$ cat config.mk
export PLATFORM = sky130hd
export DESIGN_NAME = glpf_queue
export DESIGN_NICKNAME = d
export VERILOG_FILES = /design/src/rtl/glpf_pkg.sv /design/src/rtl/glpf_queue.sv
export SDC_FILE = /design/constraint.sdc
export NUM_CORES = 1
export LEC_CHECK = 0
export BUFFER_PORTS_ARGS = -buffer_cell sky130_fd_sc_hd__buf_4
export CAP_MARGIN = 20
export CORE_ASPECT_RATIO = 0.5
export CORE_MARGIN = 4
export CORE_UTILIZATION = 55
export CTS_CLUSTER_SIZE = 25
export DETAILED_ROUTE_END_ITERATION = 10
export PLACE_DENSITY = 0.83
export SYNTH_ARGS = -nofsm -noshare
export SYNTH_HDL_FRONTEND = slang
export SYNTH_SLANG_ARGS = --single-unit
$ cat constraint.sdc
create_clock -name clk_i -period 4.95 [get_ports clk_i]
set_input_delay 0.495 -clock clk_i [delete_from_list [all_inputs] [get_ports clk_i]]
set_output_delay 0.495 -clock clk_i [all_outputs]
set_load 0.01 [all_outputs]
$ cat src/rtl/glpf_pkg.sv
// shared constants and types of the grid local peak finder
`default_nettype none

package glpf_pkg;

  localparam int HeightW  = 32;
  localparam int MaxCols  = 64;
  localparam int ColW     = $clog2(MaxCols);
  localparam int MaxRows  = 1024;
  localparam int RowW     = $clog2(MaxRows);
  localparam int CfgRowsW = 11;
  localparam int CfgColsW = 7;
  localparam int CfgDataW = 11;
  localparam int CfgIdxW  = 1;

  // configuration register indexes
  localparam logic [CfgIdxW-1:0] CfgGridRows = CfgIdxW'(0);
  localparam logic [CfgIdxW-1:0] CfgGridCols = CfgIdxW'(1);

  // reset geometry: 20 by 20
  localparam logic [RowW-1:0] ResetLastRow = RowW'(19);
  localparam logic [ColW-1:0] ResetLastCol = ColW'(19);

  // hit bit positions, also the raster order of the results of one word
  localparam int HitAbove = 0;
  localparam int HitLeft  = 1;
  localparam int HitSelf  = 2;
  localparam int HitW     = 3;

  localparam int QDepth = 4;
  localparam int QPtrW  = $clog2(QDepth);

  typedef struct packed {
    logic [HitW-1:0] hits;
    logic [RowW-1:0] row;
    logic [ColW-1:0] col;
    logic            last_cell;
  } glpf_evt_t;

endpackage

`default_nettype wire

$ cat src/rtl/glpf_queue.sv
// short event queue between front and back
`default_nettype none

module glpf_queue import glpf_pkg::*; (
  input  logic      clk_i,
  input  logic      rst_ni,
  input  logic      push_i,
  input  glpf_evt_t evt_i,
  output logic      full_o,
  input  logic      pop_i,
  output logic      valid_o,
  output glpf_evt_t head_o
);

  glpf_evt_t        slot_q [QDepth];
  logic [QPtrW-1:0] wr_ptr_q, rd_ptr_q;
  logic [QPtrW:0]   count_q;
  logic             do_push, do_pop;

  assign full_o  = (count_q == (QPtrW+1)'(QDepth));
  assign valid_o = (count_q != '0);
  assign head_o  = slot_q[rd_ptr_q];
  assign do_push = push_i && !full_o;
  assign do_pop  = pop_i && valid_o;

  always_ff @(posedge clk_i) begin
    if (do_push) begin
      slot_q[wr_ptr_q] <= evt_i;
    end
  end

  always_ff @(posedge clk_i or negedge rst_ni) begin
    if (!rst_ni) begin
      wr_ptr_q <= '0;
      rd_ptr_q <= '0;
      count_q  <= '0;
    end else begin
      if (do_push) begin
        wr_ptr_q <= wr_ptr_q + QPtrW'(1);
      end
      if (do_pop) begin
        rd_ptr_q <= rd_ptr_q + QPtrW'(1);
      end
      if (do_push && !do_pop) begin
        count_q <= count_q + (QPtrW+1)'(1);
      end else if (do_pop && !do_push) begin
        count_q <= count_q - (QPtrW+1)'(1);
      end
    end
  end

endmodule

`default_nettype wire

After elaboration in Yosys (flattened, before gate mapping)
Memory sizes are Yosys's and may differ from the RTL's.
Cells that the tools add are included.
Cells by class
  add/sub/neg operators: 4
  eq/ne operators: 1
  mux-type cells: 4
  reductions and logical operators: 9
Operators by type and width (number)
  $mux W3: 2
  $add A2 B1 Y2 const B: 2
  $logic_and A1 B1 Y1: 4
  $add A3 B1 Y3 const B: 1
  $eq A3 B3 Y1 const B: 1
  $logic_not A1 Y1: 3
  $reduce_bool A3 Y1: 1
  $sub A3 B1 Y3 const B: 1
  $mux W1: 2
  $reduce_bool A2 Y1: 1
Storage, ports and cells
  flip-flop bits (word level): 7
  bits in writable memories: 80
  input bits: 24
  output and inout port bits: 22
  logic and storage cells: 22
  memories kept: 1
Memory list
  slot_q: words 4, bits a word 20, rd ports 1, clocked after memory_dff 0, wr ports 1, RTL line glpf_queue.sv:15  | glpf_evt_t slot_q [QDepth];

Logic depth before layout (Yosys ltp)
  depth after elaboration: 7
  depth in mapped cells: 9
  gate-level depth less buffers: 8

Least setup slack after synthesis
No wires, ideal clock.
  path type: register to register
  start point: register count_q[0]
  end point: register count_q[2]
  library setup time: 0.079 ns
  arrival time: 1.941 ns
  data required time: 4.871 ns
  setup slack: 2.930 ns
  cell stages (with the launch flop): 9
  buffers on the path: 0
  period minus slack after synthesis: 2.020 ns
  path through: dfrtp_1 or3_4 nand2_1 ha_1 inv_1 fa_1 xor2_1 nor2_1 xor2_1
Between the ends
  elaborated cells between the ends (all ways): 14
  those cells by class: add/sub: 2; eq/ne: 1; mux: 2; reduce/logical: 9
RTL lines
  start, declared: RTL line glpf_queue.sv:17  | logic [QPtrW:0] count_q;
  start signal, assigned: RTL line glpf_queue.sv:45  | count_q <= count_q + (QPtrW+1)'(1);
  start signal, assigned: RTL line glpf_queue.sv:47  | count_q <= count_q - (QPtrW+1)'(1);
  $reduce_bool A3 Y1 *: RTL line glpf_queue.sv:21  | assign valid_o = (count_q != '0);
  named net valid_o: RTL line glpf_queue.sv:11  | output logic valid_o,
  $logic_and A1 B1 Y1 *: RTL line glpf_queue.sv:24  | assign do_pop = pop_i && valid_o;
  $logic_not A1 Y1: RTL line glpf_queue.sv:44  | if (do_push && !do_pop) begin
  $logic_and A1 B1 Y1: RTL line glpf_queue.sv:44
  $mux W3 or $reduce_bool A2 Y1 (tied branches)
Mark *: on every way through the listed nets, which the timed path passes. The rest lies on a longest branch. The select of a mux whose other input is x is not followed.
A chain may end at the register's enable or synchronous reset.

==> results.sh <==
export IMPL_slew_viol_final=0
export IMPL_hold_start="evt_i[19]"
export IMPL_whs_ps=362
export IMPL_internal_power_mw=1.81
export IMPL_overflow=0
export IMPL_fin_skew_ps=4.22
export IMPL_fin_util_pct=72.2
export IMPL_reg2reg_depth=8
export IMPL_die_w_um=119
export IMPL_synth_fp_nets=169
export IMPL_crit_path_end_kind="output port"
export IMPL_r2r_start="count_q[0]"
export IMPL_drc_errors=0
export IMPL_dieHeight_um=63.6
export IMPL_vdd_drop_max_v=0.000285
export IMPL_critPathArrivalTime_ps=1980
export IMPL_worstMarginPinSlew_ps=869
export IMPL_drt_first_iter_violations=136
export IMPL_regArea_um2=2580
export IMPL_tns_ps=0
export IMPL_area_growth_pct=21.8
export IMPL_hpwlAfterDp_um=3430
export IMPL_core_um2=5730
export IMPL_h_tree_depth=3
export IMPL_path_clk_slew_ps=60
export IMPL_netlist_instances=139
export IMPL_grt_pass1_vias=1656
export IMPL_dr_total_vias=1543
export IMPL_p_sw_uw=680
export IMPL_pre_cts_slack_ps=2480
export IMPL_postCtsSetupBuffers=0
export IMPL_io_pins=46
export IMPL_combPwrFrac_pct=28.7
export IMPL_clock_sinks=87
export IMPL_routed_wl_met2_um=3100
export IMPL_drt_pass1_iterations=4
export IMPL_finalHoldViolations=0
export IMPL_io_buffers=45
export IMPL_cts_tree="yes"
export IMPL_vias_per_cell=5.51
export IMPL_finish_instance_area_um2=4140
export IMPL_r2r_end="count_q[2]"
export IMPL_p_total_mw=2.49
export IMPL_postRouteAntennaNets=0
export IMPL_drive_gt1_share_pct=34.2
export IMPL_rows=19
export IMPL_wl_met3_um=307
export IMPL_setup_viol=0
export IMPL_fmax_mhz=403
export IMPL_hold_path_class="primary input to register"
export IMPL_final_net_count=222
export IMPL_clockRootBuffer="clkbuf_16"
export IMPL_met1Wirelength_um=2310
export IMPL_grt_usage_pct=17.4
export IMPL_clock_power_share_pct=27.4
export IMPL_multiInputGateArea_um2=768
export IMPL_ff2ff_setup_slack_ps=2750
export IMPL_grt_pass1_wl_um=9290
export IMPL_critical_path_required_ps=4450
export IMPL_crit_path_start="rd_ptr_q[0]"
export IMPL_grt_max_degree=23
export IMPL_top_layer="met4"
export IMPL_synth_cell_types=20
export IMPL_max_slew_margin_pct=42.1
export IMPL_initial_core_util_pct=59.3
export IMPL_rsz0062_at_grt="no"
export IMPL_numCtsBuffers=9
export IMPL_post_drt_wl_per_cell_um=21.0
export IMPL_start_kind="register"
export IMPL_dieArea_um2=7580
export IMPL_clock_path_buffers=2
export IMPL_n_antenna_cell=0
export IMPL_antenna_found_initial=0
export IMPL_syn_area_um2=3400
export IMPL_power_density_nw_per_um2=603
export IMPL_fillers=329
export IMPL_hold_path_depth=1
export IMPL_gp_congestion=0.648
export IMPL_endpoint="head_o[4]"
export IMPL_yosysSeqAreaShare_pct=75.8
export IMPL_yosysWarnings=0
export IMPL_ys_seq_elements=87
export IMPL_placed_cells=263
export IMPL_run_status="finished clean"
export IMPL_syn_area_per_cell_um2=24.5
export IMPL_final_cells=280
export IMPL_setup_ws_ps=2470
export IMPL_p_seq_share_pct=43.9
export IMPL_post_dp_cell_area_um2=3800
export IMPL_leakage_nw=1.53
export IMPL_crit_type="register to output port"
export IMPL_critPathMaxFanout=13
export IMPL_drv_cap=0
export IMPL_p_sw_share_pct=27.3
export IMPL_period_minus_slack_ps=2480
export IMPL_fin_crit_sh_pct=50.1
export IMPL_routed_wl_um=5870
export IMPL_clock_latency_ps=330
==> worst max-delay path, cell delays in order (launching register included) <==
cell and delay [ps]:
dfrtp_1 680, buf_16 220, mux4_1 580, buf_4 170
==> cells in the mapped netlist (all sizes together) <==
cell type | number | area, µm²
ha | 5 | 62.6
nor2 | 1 | 3.75
and2 | 4 | 30.0
nand3 | 1 | 5.00
inv | 3 | 11.3
xor2 | 2 | 17.5
nor3b | 1 | 18.8
buf | 4 | 38.8
nor2b | 1 | 8.76
or3 | 1 | 11.3
dfrtp | 7 | 175
clkbuf | 1 | 3.75
mux2 | 2 | 26.3
nand2 | 1 | 3.75
xnor2 | 4 | 35.0
edfxtp | 80 | 2400
fa | 1 | 20.0
mux4 | 20 | 526
==> power groups by stage <==
stage               registers (mW)  clock network [mW]  logic (mW)
global placement              1.12                   0       0.649
finish                        1.09               0.683       0.717
global route                  1.12               0.722       0.771
detailed placement            1.13                   0       0.670
CTS                           1.12               0.690       0.683
floorplan                     1.04                   0       0.474
==> layer usage <==
| metal | GRT usage [%] | vias to the layer above |
|---|---|---|
| met5 | 0 | - |
| met3 | 6.97 | 14 |
| met2 | 29.4 | 57 |
| met1 | 19.7 | 786 |
| met4 | 7.79 | 0 |
| li1 | - | 686 |
==> sequential cells by signal (all words and copies together), names as in the netlist <==
| name | flops |
|---|---|
| count_q | 3 |
| rd_ptr_q | 2 |
| wr_ptr_q | 2 |
| slot_q | 80 |
==> layout by cell type, fill, tap and decap left out, types with 2 or more instances in the layout <==
| master | count |
|---|---|
| edfxtp_1 | 80 |
| buf_4 | 45 |
| mux4_1 | 20 |
| clkbuf_16 | 9 |
| dfrtp_1 | 7 |
| ha_1 | 5 |
| and2_2 | 4 |
| xnor2_1 | 4 |
| inv_1 | 3 |
| clkinv_1 | 3 |
| xor2_1 | 2 |
| bufinv_16 | 2 |
==> logic make-up (layout without fill, tap and decap cells) <==
kind of cell               Yosys count  in the layout  synth area share [%]
muxes                               22             22                  16.2
adders and majority gates            6              6                  2.43
DFF                                 87             87                  75.8
buffers and inverters                8             65                  1.58
and+or+nand+nor                     10             10                  2.39
xor gates and xnor gates             6              6                  1.55
==> worst min path at each step <==
stage | to | slack, ps
2_1_floorplan | count_q[0] | 200
3_3_place_gp | count_q[1] | 310
3_5_place_dp | count_q[1] | 310
4_1_cts | slot_q[2][19] | 350
5_1_grt | slot_q[2][2] | 350
6_report | slot_q[3][19] | 360
==> area by class of cell <==
class                      count  share of cell area, %
clock buffer                   9                   5.44
sequential                    87                   62.3
inverter                       3                  0.272
multi-input combinational     44                   18.6
timing repair buffer          47                   9.07
clock inverter                 6                   1.84
tap                           84                   2.54
==> timing repair <==
item	in CTS	in global routing
resized for setup	0	0
hold buffers	1	0
hold endpoints to repair	7	0
endpoints found under the setup margin	0	0
Note: power is estimated with default switching activity, not from simulation.
