<file path="src/rtl/glpf_pkg.sv">
// shared constants and types of the grid local peak finder
`default_nettype none

package glpf_pkg;

  localparam int HeightW  = 32;
  localparam int MaxCols  = 64;
  localparam int ColW     = $clog2(MaxCols);
  localparam int MaxRows  = 1024;
  localparam int RowW     = $clog2(MaxRows);
  localparam int CfgRowsW = 11;
  localparam int CfgColsW = 7;
  localparam int CfgDataW = 11;
  localparam int CfgIdxW  = 1;

  // configuration register indexes
  localparam logic [CfgIdxW-1:0] CfgGridRows = CfgIdxW'(0);
  localparam logic [CfgIdxW-1:0] CfgGridCols = CfgIdxW'(1);

  // reset geometry: 20 by 20
  localparam logic [RowW-1:0] ResetLastRow = RowW'(19);
  localparam logic [ColW-1:0] ResetLastCol = ColW'(19);

  // hit bit positions, also the raster order of the results of one word
  localparam int HitAbove = 0;
  localparam int HitLeft  = 1;
  localparam int HitSelf  = 2;
  localparam int HitW     = 3;

  localparam int QDepth = 4;
  localparam int QPtrW  = $clog2(QDepth);

  typedef struct packed {
    logic [HitW-1:0] hits;
    logic [RowW-1:0] row;
    logic [ColW-1:0] col;
    logic            last_cell;
  } glpf_evt_t;

endpackage

`default_nettype wire

</file>
<file path="src/rtl/glpf_if.sv">
// stream channels of the grid local peak finder
`default_nettype none


interface glpf_out_if import glpf_pkg::*; ();
  logic            valid;
  logic            ready;
  logic [RowW-1:0] peak_row;
  logic [ColW-1:0] peak_col;
  logic            last_of_run;
  logic            grid_done;

  modport source (output valid, output peak_row, output peak_col, output last_of_run,
                  output grid_done, input ready);
  modport sink (input valid, input peak_row, input peak_col, input last_of_run,
                input grid_done, output ready);
endinterface

`default_nettype wire

</file>
<file path="src/rtl/glpf_back.sv">
// back end: expands each event into result words in raster order
`default_nettype none

module glpf_back import glpf_pkg::*; (
  input  logic          clk_i,
  input  logic          rst_ni,
  input  logic          q_valid_i,
  input  glpf_evt_t     head_i,
  output logic          pop_o,
  glpf_out_if.source    out_o
);

  logic [HitW-1:0] cur_mask_q;
  logic [RowW-1:0] cur_row_q;
  logic [ColW-1:0] cur_col_q;
  logic            cur_last_q;

  logic            out_valid_q;
  logic [RowW-1:0] out_row_q, out_row_d;
  logic [ColW-1:0] out_col_q, out_col_d;
  logic            out_lor_q, out_done_q;

  logic            advance, use_cur, have;
  logic [HitW-1:0] src_mask, rem;
  logic [RowW-1:0] src_row;
  logic [ColW-1:0] src_col;
  logic            src_last;

  assign advance  = !out_valid_q || out_o.ready;
  assign use_cur  = (cur_mask_q != '0);
  assign have     = use_cur || q_valid_i;
  assign pop_o    = advance && !use_cur && q_valid_i;

  assign src_mask = use_cur ? cur_mask_q : head_i.hits;
  assign src_row  = use_cur ? cur_row_q : head_i.row;
  assign src_col  = use_cur ? cur_col_q : head_i.col;
  assign src_last = use_cur ? cur_last_q : head_i.last_cell;

  // lowest pending hit goes out first
  always_comb begin
    rem       = src_mask;
    out_row_d = src_row;
    out_col_d = src_col;
    if (src_mask[HitAbove]) begin
      rem[HitAbove] = 1'b0;
      out_row_d     = src_row - RowW'(1);
    end else if (src_mask[HitLeft]) begin
      rem[HitLeft] = 1'b0;
      out_col_d    = src_col - ColW'(1);
    end else begin
      rem[HitSelf] = 1'b0;
    end
  end

  always_ff @(posedge clk_i) begin
    if (pop_o) begin
      cur_row_q  <= head_i.row;
      cur_col_q  <= head_i.col;
      cur_last_q <= head_i.last_cell;
    end
    if (advance && have) begin
      out_row_q  <= out_row_d;
      out_col_q  <= out_col_d;
      out_lor_q  <= (rem == '0);
      out_done_q <= (rem == '0) && src_last;
    end
  end

  always_ff @(posedge clk_i or negedge rst_ni) begin
    if (!rst_ni) begin
      cur_mask_q  <= '0;
      out_valid_q <= 1'b0;
    end else if (advance) begin
      out_valid_q <= have;
      if (have) begin
        cur_mask_q <= rem;
      end
    end
  end

  assign out_o.valid       = out_valid_q;
  assign out_o.peak_row    = out_row_q;
  assign out_o.peak_col    = out_col_q;
  assign out_o.last_of_run = out_lor_q;
  assign out_o.grid_done   = out_done_q;

endmodule

`default_nettype wire
</file>
<file path="src/flat_wrapper.sv">
// flat-port wrapper written by rule: the top's interface ports become plain ports
module glpf_back_flat import glpf_pkg::*;
  (clk_i, rst_ni, q_valid_i, head_i, pop_o, out_o_valid, out_o_peak_row, out_o_peak_col, out_o_last_of_run, out_o_grid_done, out_o_ready);
  glpf_out_if out_o_i ();
  input  logic clk_i;
  input  logic rst_ni;
  input  logic q_valid_i;
  input  glpf_evt_t head_i;
  output logic pop_o;
  output wire logic [$bits(out_o_i.valid)-1:0] out_o_valid;
  output wire logic [$bits(out_o_i.peak_row)-1:0] out_o_peak_row;
  output wire logic [$bits(out_o_i.peak_col)-1:0] out_o_peak_col;
  output wire logic [$bits(out_o_i.last_of_run)-1:0] out_o_last_of_run;
  output wire logic [$bits(out_o_i.grid_done)-1:0] out_o_grid_done;
  input wire logic [$bits(out_o_i.ready)-1:0] out_o_ready;
  assign out_o_valid = out_o_i.valid;
  assign out_o_peak_row = out_o_i.peak_row;
  assign out_o_peak_col = out_o_i.peak_col;
  assign out_o_last_of_run = out_o_i.last_of_run;
  assign out_o_grid_done = out_o_i.grid_done;
  assign out_o_i.ready = out_o_ready;
  glpf_back u_core (.clk_i(clk_i), .rst_ni(rst_ni), .q_valid_i(q_valid_i), .head_i(head_i), .pop_o(pop_o), .out_o(out_o_i));
endmodule
</file>
<file path="config.mk">
export PLATFORM = sky130hd
export DESIGN_NAME = glpf_back_flat
export DESIGN_NICKNAME = d
export VERILOG_FILES = /design/src/rtl/glpf_pkg.sv /design/src/rtl/glpf_if.sv /design/src/rtl/glpf_back.sv /design/src/flat_wrapper.sv
export SDC_FILE = /design/constraint.sdc
export NUM_CORES = 1
export LEC_CHECK = 0
export CAP_MARGIN = 20
export CORE_MARGIN = 3
export CORE_UTILIZATION = 45
export CTS_BUF_LIST = sky130_fd_sc_hd__clkbuf_16
export CTS_CLUSTER_DIAMETER = 200
export CTS_CLUSTER_SIZE = 24
export DETAILED_ROUTE_END_ITERATION = 10
export DONT_BUFFER_PORTS = 1
export GPL_ROUTABILITY_DRIVEN = 0
export PLACE_DENSITY = 0.62
export RECOVER_POWER = 25
export SETUP_SLACK_MARGIN = 0.3
export SYNTH_ARGS = -nofsm -noshare
export SYNTH_HDL_FRONTEND = slang
export SYNTH_SLANG_ARGS = --single-unit
</file>
<file path="constraint.sdc">
create_clock -name clk_i -period 2.5 [get_ports clk_i]
set_input_delay 0.25 -clock clk_i [delete_from_list [all_inputs] [get_ports clk_i]]
set_output_delay 0.25 -clock clk_i [all_outputs]
set_load 0.05 [all_outputs]
</file>
Word level (Yosys, flattened, before mapping)
Index checks and enable logic that the tools add are counted.
W data, S select, Z words.
{"block": "word_totals", "latch_bits": 0, "out_inout_bits": 20, "word_cells": 31, "mem_bits_ro": 0, "ramBits": 0, "regBits": 38, "inputBits": 24, "n_memories": 0}
{"block": "classes", "n_addsub": 2, "mux": 9, "div": 0, "n_lt_le_gt_ge": 0, "multipliers": 0, "shift": 0, "n_reduce_logical": 11, "n_eq_ne": 0, "n_bitwise": 0}
{"operator": "$mux W10", "count": 2}
{"operator": "$mux W6", "count": 3}
{"operator": "$sub A10 B1 Y10 const B", "count": 1}
{"operator": "$sub A6 B1 Y6 const B", "count": 1}
{"operator": "$logic_and A1 B1 Y1", "count": 4}
{"operator": "$logic_not A3 Y1", "count": 1}
{"operator": "$mux W3", "count": 1}
{"operator": "$reduce_bool A3 Y1", "count": 1}
{"operator": "$logic_not A1 Y1", "count": 2}
{"operator": "$logic_or A1 B1 Y1", "count": 2}
{"operator": "$mux W1", "count": 2}
{"operator": "$mux W2", "count": 1}
{"operator": "$reduce_and A2 Y1", "count": 1}

Logic depth before layout (Yosys ltp)
Gate-level depths: netlist (run 1).
{"block": "logic_depth", "word_depth": 6, "depth_mapped": 11, "mapped_depth_nobuf": 8}

Worst setup path after synthesis (run 1)
OpenSTA, ideal clock, no wires.
{"block": "synth_timing", "path_type": "flip-flop to flip-flop", "from": "register u_core.cur_mask_q[2]", "to": "register u_core.out_row_q[8], in the netlist u_core.out_o.peak_row[8] (data pin)", "path_slack_ns": 0.197, "setup_time_ns": 0.271, "n_path_buf": 3, "synth_period_minus_slack_ns": 2.303, "path_stages_with_launch": 12, "arrival_ns": 2.032, "path_cell_list": "dfrtp_1 > buf_2 > or2_2 > buf_2 > clkbuf_1 > nand2_1 > a21boi_0 > ha_1 > and4bb_2 > nand2_1 > xor2_1 > o21ai_0"}
{"block": "synth_between", "elab_chain_cells": 4}
{"element": "start, declared", "line_no": "glpf_back.sv:13", "rtl": "logic [HitW-1:0] cur_mask_q;"}
{"element": "start signal, assigned", "line_no": "glpf_back.sv:76", "rtl": "cur_mask_q <= rem;"}
{"element": "$reduce_bool A3 Y1 (*)", "line_no": "glpf_back.sv:30", "rtl": "assign use_cur = (cur_mask_q != '0);"}
{"element": "$mux W10", "line_no": "glpf_back.sv:35", "rtl": "assign src_row = use_cur ? cur_row_q : head_i.row;"}
{"element": "$sub A10 B1 Y10", "line_no": "glpf_back.sv:46", "rtl": "out_row_d = src_row - RowW'(1);"}
{"element": "$mux W10 (*)", "line_no": "glpf_back.sv:44", "rtl": "if (src_mask[HitAbove]) begin"}
{"element": "named net u_core.out_row_d[8]", "line_no": "glpf_back.sv:19", "rtl": "logic [RowW-1:0] out_row_q, out_row_d;"}
{"element": "end signal, assigned", "line_no": "glpf_back.sv:62", "rtl": "out_row_q <= out_row_d;"}
{"element": "end, declared", "line_no": "glpf_back.sv:19"}
Mark *: on every way through the listed nets, which the timed path passes. The rest lies on a longest branch.
A chain may end at the register's enable or synchronous reset.

Final worst setup path (run 1)
Same ends and word-level chain as after synthesis.

==> results.yml, run 1 <==
run_status:
  status: "complete, no violations"
power:
  cellPowerDensity_mw_per_mm2: 872
  clkPwrFrac: 0.322
  seqPwrFrac: 0.549
  comb_power_share: 0.129
  vdd_ir_drop_max_mv: 0.374
  internal-power_w: 0.00126
  netSwitchingFraction: 0.303
  finalPower_w: 0.00180
  leakagePower_nw: 0.745
  switchingPower_w: 0.000546
critical_path:
  crit_chain: "or2_4 > nand2_1 > a21boi_1 > ha_2 > and4bb_2 > nand2_1 > xor2_1 > o21ai_1"
  end_kind: "flop"
  cp-start-kind: "flop"
  critPathMaxFanout: 9
  critPathBufInv: 0
  path_depth: 8
  critPathRequiredTime_ns: 2.52
  worstSetupPathType: "flop to flop"
  crit_path_frequent_cell: "nand2_1"
  crit_family: "simple AND/OR/NAND/NOR gates"
  crit_arrival_ns: 2.10
  slowest_delay_ns: 0.47
  worstRegToRegCells: 8
  slowest_stage: "dfrtp_2"
sta:
  grt_setup_unrepaired: "no"
  worst_pin_slew_ns: 0.502
  slew_headroom: 0.665
  hold_viol_final: 0
  setup_tns_ns: 0
  setup_violations: 0
  timing.final.crit_share: 0.832
  slew_violations: 0
  hold-worst-slack_ns: 0.0624
  skew_ns: 0.00644
  fmax_ghz: 0.481
  setup_ws_ns: 0.419
  period_minus_slack_ns: 2.08
final_layout:
  fillers: 312
  final_nets: 176
  drive_gt1_frac: 0.166
  syn2layout_area_growth_pct: 14.4
  antenna_cells: 0
  stdcell_count: 199
floorplanning:
  core_area_sq_mm: 0.00377
  num_rows: 22
  ioPinCount: 44
  die-height_um: 69.3
  initial_utilization: 0.479
  dieArea_sq_mm: 0.00481
  die_w_um: 69.3
min_path:
  min_delay_path_depth: 0
  hold_path.class: "input port to flop"
synth:
  synth_area_sq_mm: 0.00181
  synth_cells: 141
  ys_dominant_reg_cell: "edfxtp_1"
  synth_cell_types: 32
  syn-num-nets: 167
  syn_avg_cell_area_sq_um: 12.8
  synth_seq_cells: 38
  synth_edf_count: 35
  seq_area_frac_synth: 0.624
  async_flop_share: 0.0789
  ys_warn_count: 0
clocking:
  cts_root_buf: "clkbuf_16"
  clkSlewWorstSetupHoldPaths_ns: 0.06
  clock_latency_ns: 0.28
  clockBufferDepth: 2
  cts_made_buffers: 5
  cts_tree: "yes"
  cts_max_level: 2
  cts.sinks: 38
global_route:
  antenna_found_initial: 0
  grtUsageTotal: 0.155
  grt_pass1_vias: 1081
  grt_pass1_wl_um: 5710
  overflow: 0
  grt_max_degree: 23
flow_run:
  cap_violations: 0
placement:
  pre_cts_slack_ns: 0.295
  hpwl_um: 2380
  dp_cells: 186
  port_buffers: 0
routing:
  routedWlPerCell_um: 16.9
  wirelength_um: 3360
  drt_pass1_iterations: 4
  initialDrtViolationCount: 74
  vias_per_cell: 5.48
  vias: 1091
  final_antenna_net_count: 0
  drcViolationCount: 0
-- final timing paths --
path	slack [ns]	endpoint	start
worst min register to register	0.51	u_core.out_o.peak_row[3]	u_core.cur_row_q[3]
max in group asynchronous	2.13	u_core.cur_mask_q[1]	rst_ni
worst max-delay path	0.42	u_core.out_o.peak_row[8]	u_core.cur_mask_q[2]
min in group asynchronous	0.22	u_core.out_o.valid	rst_ni
worst min-delay path	0.06	u_core.cur_row_q[5]	head_i[12]
worst max register to register	0.42	u_core.out_o.peak_row[8]	u_core.cur_mask_q[2]
-- cell families (layout without fill, tap and decap cells) --
group                    after synthesis  in the layout  share of synthesized area
multiplexers                           8              8                     0.0444
buffers and inverters                  8             18                     0.0229
flip-flops                            38             38                      0.624
XOR/XNOR                              14             14                     0.0679
AO/OA/AOI/OAI                         22             22                     0.0714
adder cells (fa/ha/maj)                2              2                     0.0139
AND/OR/NAND/NOR                       49             49                      0.156
-- per-layer routing --
| layer | global-route usage | vias to the layer above | share of wire |
|---|---|---|---|
| li1 | - | 533 | - |
| met1 | 0.197 | 510 | 0.42 |
| met2 | 0.231 | 41 | 0.48 |
| met3 | 0.0739 | 7 | 0.088 |
| met4 | 0.0586 | 0 | 0.018 |
| met5 | 0 | - | 0 |
-- cells in the mapped netlist (3+ instances only) --
cell,number,share of area
mux2i_1,8,0.044
dfrtp_1,3,0.042
nor2_1,10,0.021
nor4_1,3,0.010
o21ai_0,10,0.028
xor2_1,6,0.029
a21oi_1,6,0.017
nand2_1,20,0.042
xnor2_1,8,0.039
buf_2,3,0.0083
edfxtp_1,35,0.58
-- power by group through the flow --
stage | logic [W] | clock network, W | registers, W
floorplan | 0.000190 | 0 | 0.000987
global placement | 0.000216 | 0 | 0.000999
detailed placement | 0.000221 | 0 | 0.00100
CTS | 0.000225 | 0.000598 | 0.000991
global route | 0.000264 | 0.000626 | 0.000997
finish | 0.000232 | 0.000580 | 0.000990
-- state kept, by name (all words and copies together) (netlist names) --
name,cells
u_core.out_o.peak_row,10
u_core.cur_row_q,10
u_core.cur_last_q,1
u_core.out_o.valid,1
u_core.out_o.grid_done,1
u_core.cur_mask_q,2
u_core.cur_col_q,6
u_core.out_o.peak_col,6
u_core.out_o.last_of_run,1
-- placed cells by master, fill, tap and decap left out, types with 2 or more instances in the layout --
cell       instances
nor3_1             2
nand2_1           20
mux2i_1            8
nor4b_4            2
xnor2_1            8
o21ai_0            8
dfrtp_2            2
nor2b_1            2
nor2_1             9
o21ai_1            2
or3_1              2
xor2_1             6
clkbuf_16          5
nor4_1             3
buf_4              7
edfxtp_1          35
a21oi_1            6
o21ai_2            2
inv_1              4
-- per-stage QoR --
step                 util  area, sq um
finish              0.548         2070
global route        0.548         2070
CTS                 0.538         2030
detailed placement  0.498         1880
global placement    0.498         1880
floorplan               -         1840
-- final cells by class --
class / count / area, sq um / area share
repair buffers: 9 / 82.6 / 0.0400
flip-flops and latches: 38 / 1130 / 0.546
multi-input cells: 95 / 654 / 0.317
inverters: 1 / 3.75 / 0.00182
clock buffers: 5 / 125 / 0.0606
well taps: 48 / 60.1 / 0.0291
clock inverters: 3 / 11.3 / 0.00545
-- timing repair --
item,in CTS,in global routing
setup buffers,0,4
hold buffers,1,0
endpoints found under the setup margin,1,5
gates resized for setup,1,5
cloned,0,0
hold endpoints to repair,3,0
(Power assumes the default switching activity.)
==> run 2: changes to the inputs <==
==> constraint.sdc (replaced) <==
create_clock -name clk_i -period 2 [get_ports clk_i]
set_input_delay 0.2 -clock clk_i [delete_from_list [all_inputs] [get_ports clk_i]]
set_output_delay 0.2 -clock clk_i [all_outputs]
set_load 0.05 [all_outputs]
==> run 2 against run 1 <==
Register-to-register slack got worse by 0.29 ns. Total power rose by 30%. Fmax rose by 11%. Via count rose by 4.1%. Worst setup slack got worse by 0.29 ns.
==> results.yml, run 2 (synthesis results as in run 1) <==
final_layout:
  drive_gt1_frac: 0.228
  layout_commonest_cell: "edfxtp_1"
  antenna_cells: 0
  final_util: 0.587
  final_nets: 187
  stdcell_area_sq_mm: 0.00221
  layout_common_cells: "35 x edfxtp_1, 18 x nand2_1, 10 x buf_4"
  syn2layout_area_growth_pct: 22.6
  stdcell_count: 210
power:
  switchingPower_w: 0.000718
  clkPwrFrac: 0.317
  netSwitchingFraction: 0.307
  internal-power_w: 0.00162
  seqPwrFrac: 0.523
  cellPowerDensity_mw_per_mm2: 1060
  leakagePower_nw: 0.786
  vdd_ir_drop_max_mv: 0.522
  comb_power_share: 0.160
clocking:
  cts_root_buf: "clkbuf_16"
  clock_latency_ns: 0.28
  cts_tree: "yes"
  cts_made_buffers: 5
  clockBufferDepth: 2
  clkSlewWorstSetupHoldPaths_ns: 0.06
  cts.sinks: 38
  cts_max_level: 2
floorplanning:
  initial_utilization: 0.479
  die-height_um: 69.3
  dieArea_sq_mm: 0.00481
  die_w_um: 69.3
  core_area_sq_mm: 0.00377
  ioPinCount: 44
  num_rows: 22
critical_path:
  critPathBufInv: 0
  cp-start-kind: "flop"
  critPathRequiredTime_ns: 2.03
  slowest_delay_ns: 0.40
  crit_arrival_ns: 1.90
  end_kind: "flop"
  worstSetupPathType: "flop to flop"
  crit_family: "simple AND/OR/NAND/NOR gates"
  critPathMaxFanout: 4
  slowest_stage: "dfrtp_1"
  crit_chain: "or2_4 > nand2_2 > a21boi_2 > ha_2 > and4bb_2 > nand2_1 > xor2_1 > o21ai_1"
global_route:
  overflow: 0
  antenna_found_initial: 0
  grt_max_degree: 23
  grt_pass1_wl_um: 5950
  grt_pass1_vias: 1148
  grtUsageTotal: 0.161
flow_run:
  cap_violations: 0
min_path:
  hold_path.class: "input port to flop"
routing:
  vias: 1136
  vias_per_cell: 5.41
  wirelength_um: 3520
  final_antenna_net_count: 0
  initialDrtViolationCount: 115
  drcViolationCount: 0
  drt_pass1_iterations: 4
  routedWlPerCell_um: 16.7
sta:
  period_minus_slack_ns: 1.87
  hold_viol_final: 0
  slew_headroom: 0.607
  grt_setup_unrepaired: "yes"
  slew_violations: 0
  timing.final.crit_share: 0.936
  setup_violations: 0
  fmax_ghz: 0.534
  setup_ws_ns: 0.128
  skew_ns: 0.00282
  worst_pin_slew_ns: 0.593
placement:
  pre_cts_slack_ns: 0.0133
  dp_cells: 189
  place_area_sq_mm: 0.00191
  hpwl_um: 2330
  port_buffers: 0
run_status:
  status: "complete, no violations"
==> run 2: cell types whose count changed in the layout (fill, tap and decap cells not counted), moves of 3 or more <==
cell / previous run / this run
buf_4: 7 / 10
dlygate4sd3_1: 1 / 6
clkinv_1: 0 / 3
inv_1: 4 / 1
==> run 2: final cells by class <==
type	count	area [sq um]
Sequential cell	38	1130
Fill cell	301	1560
Timing Repair Buffer	20	190
Tap cell	48	60.1
Clock inverter	3	11.3
Clock buffer	5	125
Multi-Input combinational cell	95	697
Inverter	1	3.75
==> run 2: power groups by stage <==
stage	logic [W]	registers (W)	clock network (W)
6_report	0.000373	0.00122	0.000740
5_1_grt	0.000416	0.00123	0.000797
4_1_cts	0.000339	0.00122	0.000755
3_5_place_dp	0.000307	0.00124	0
3_3_place_gp	0.000300	0.00124	0
2_1_floorplan	0.000245	0.00123	0
==> run 2: repair_timing <==
item	in CTS	in global routing
hold buffers	1	5
endpoints found under the setup margin	24	9
resized for setup	7	7
gates cloned	0	0
endpoints found under the hold margin	3	5
pin swaps	6	3
setup buffers	2	5
==> run 2: worst reg2reg max path, cell delays in order, from the launching register on <==
cell and delay [ns]:
dfrtp_1 0.40, or2_4 0.28, nand2_2 0.07, a21boi_2 0.14, ha_2 0.17, and4bb_2 0.27, nand2_1 0.08, xor2_1 0.15
o21ai_1 0.07
==> run 2: through the flow <==
step | TNS (ns) | hold slack [ns] | power, W
floorplan | -0.190 | -0.0956 | 0.00148
global placement | 0 | -0.0955 | 0.00154
detailed placement | 0 | -0.0955 | 0.00155
CTS | 0 | 0.00723 | 0.00232
global route | 0 | 0.00301 | 0.00245
finish | 0 | 0.0137 | 0.00234
==> run 2: final timing paths <==
kind / start / endpoint / slack, ns / cells after the start
setup / recovery: u_core.cur_mask_q[2] / u_core.out_o.peak_row[8] / 0.13 / 8
hold / removal: head_i[2] / u_core.cur_col_q[1] / 0.01 / 0
setup reg to reg: u_core.cur_mask_q[2] / u_core.out_o.peak_row[8] / 0.13 / 8
hold reg to reg: u_core.cur_row_q[9] / u_core.out_o.peak_row[9] / 0.52 / 2
max in group asynchronous: rst_ni / u_core.cur_mask_q[2] / 1.69 / 1
min in group asynchronous: rst_ni / u_core.out_o.valid / 0.17 / 1
==> run 2: per-layer routing <==
layer	part of all wire	track usage	vias to the layer above
met1	0.47	0.209	541
met3	0.074	0.0710	6
met5	0	0	-
met4	0.021	0.0781	0
met2	0.44	0.229	36
li1	-	-	553
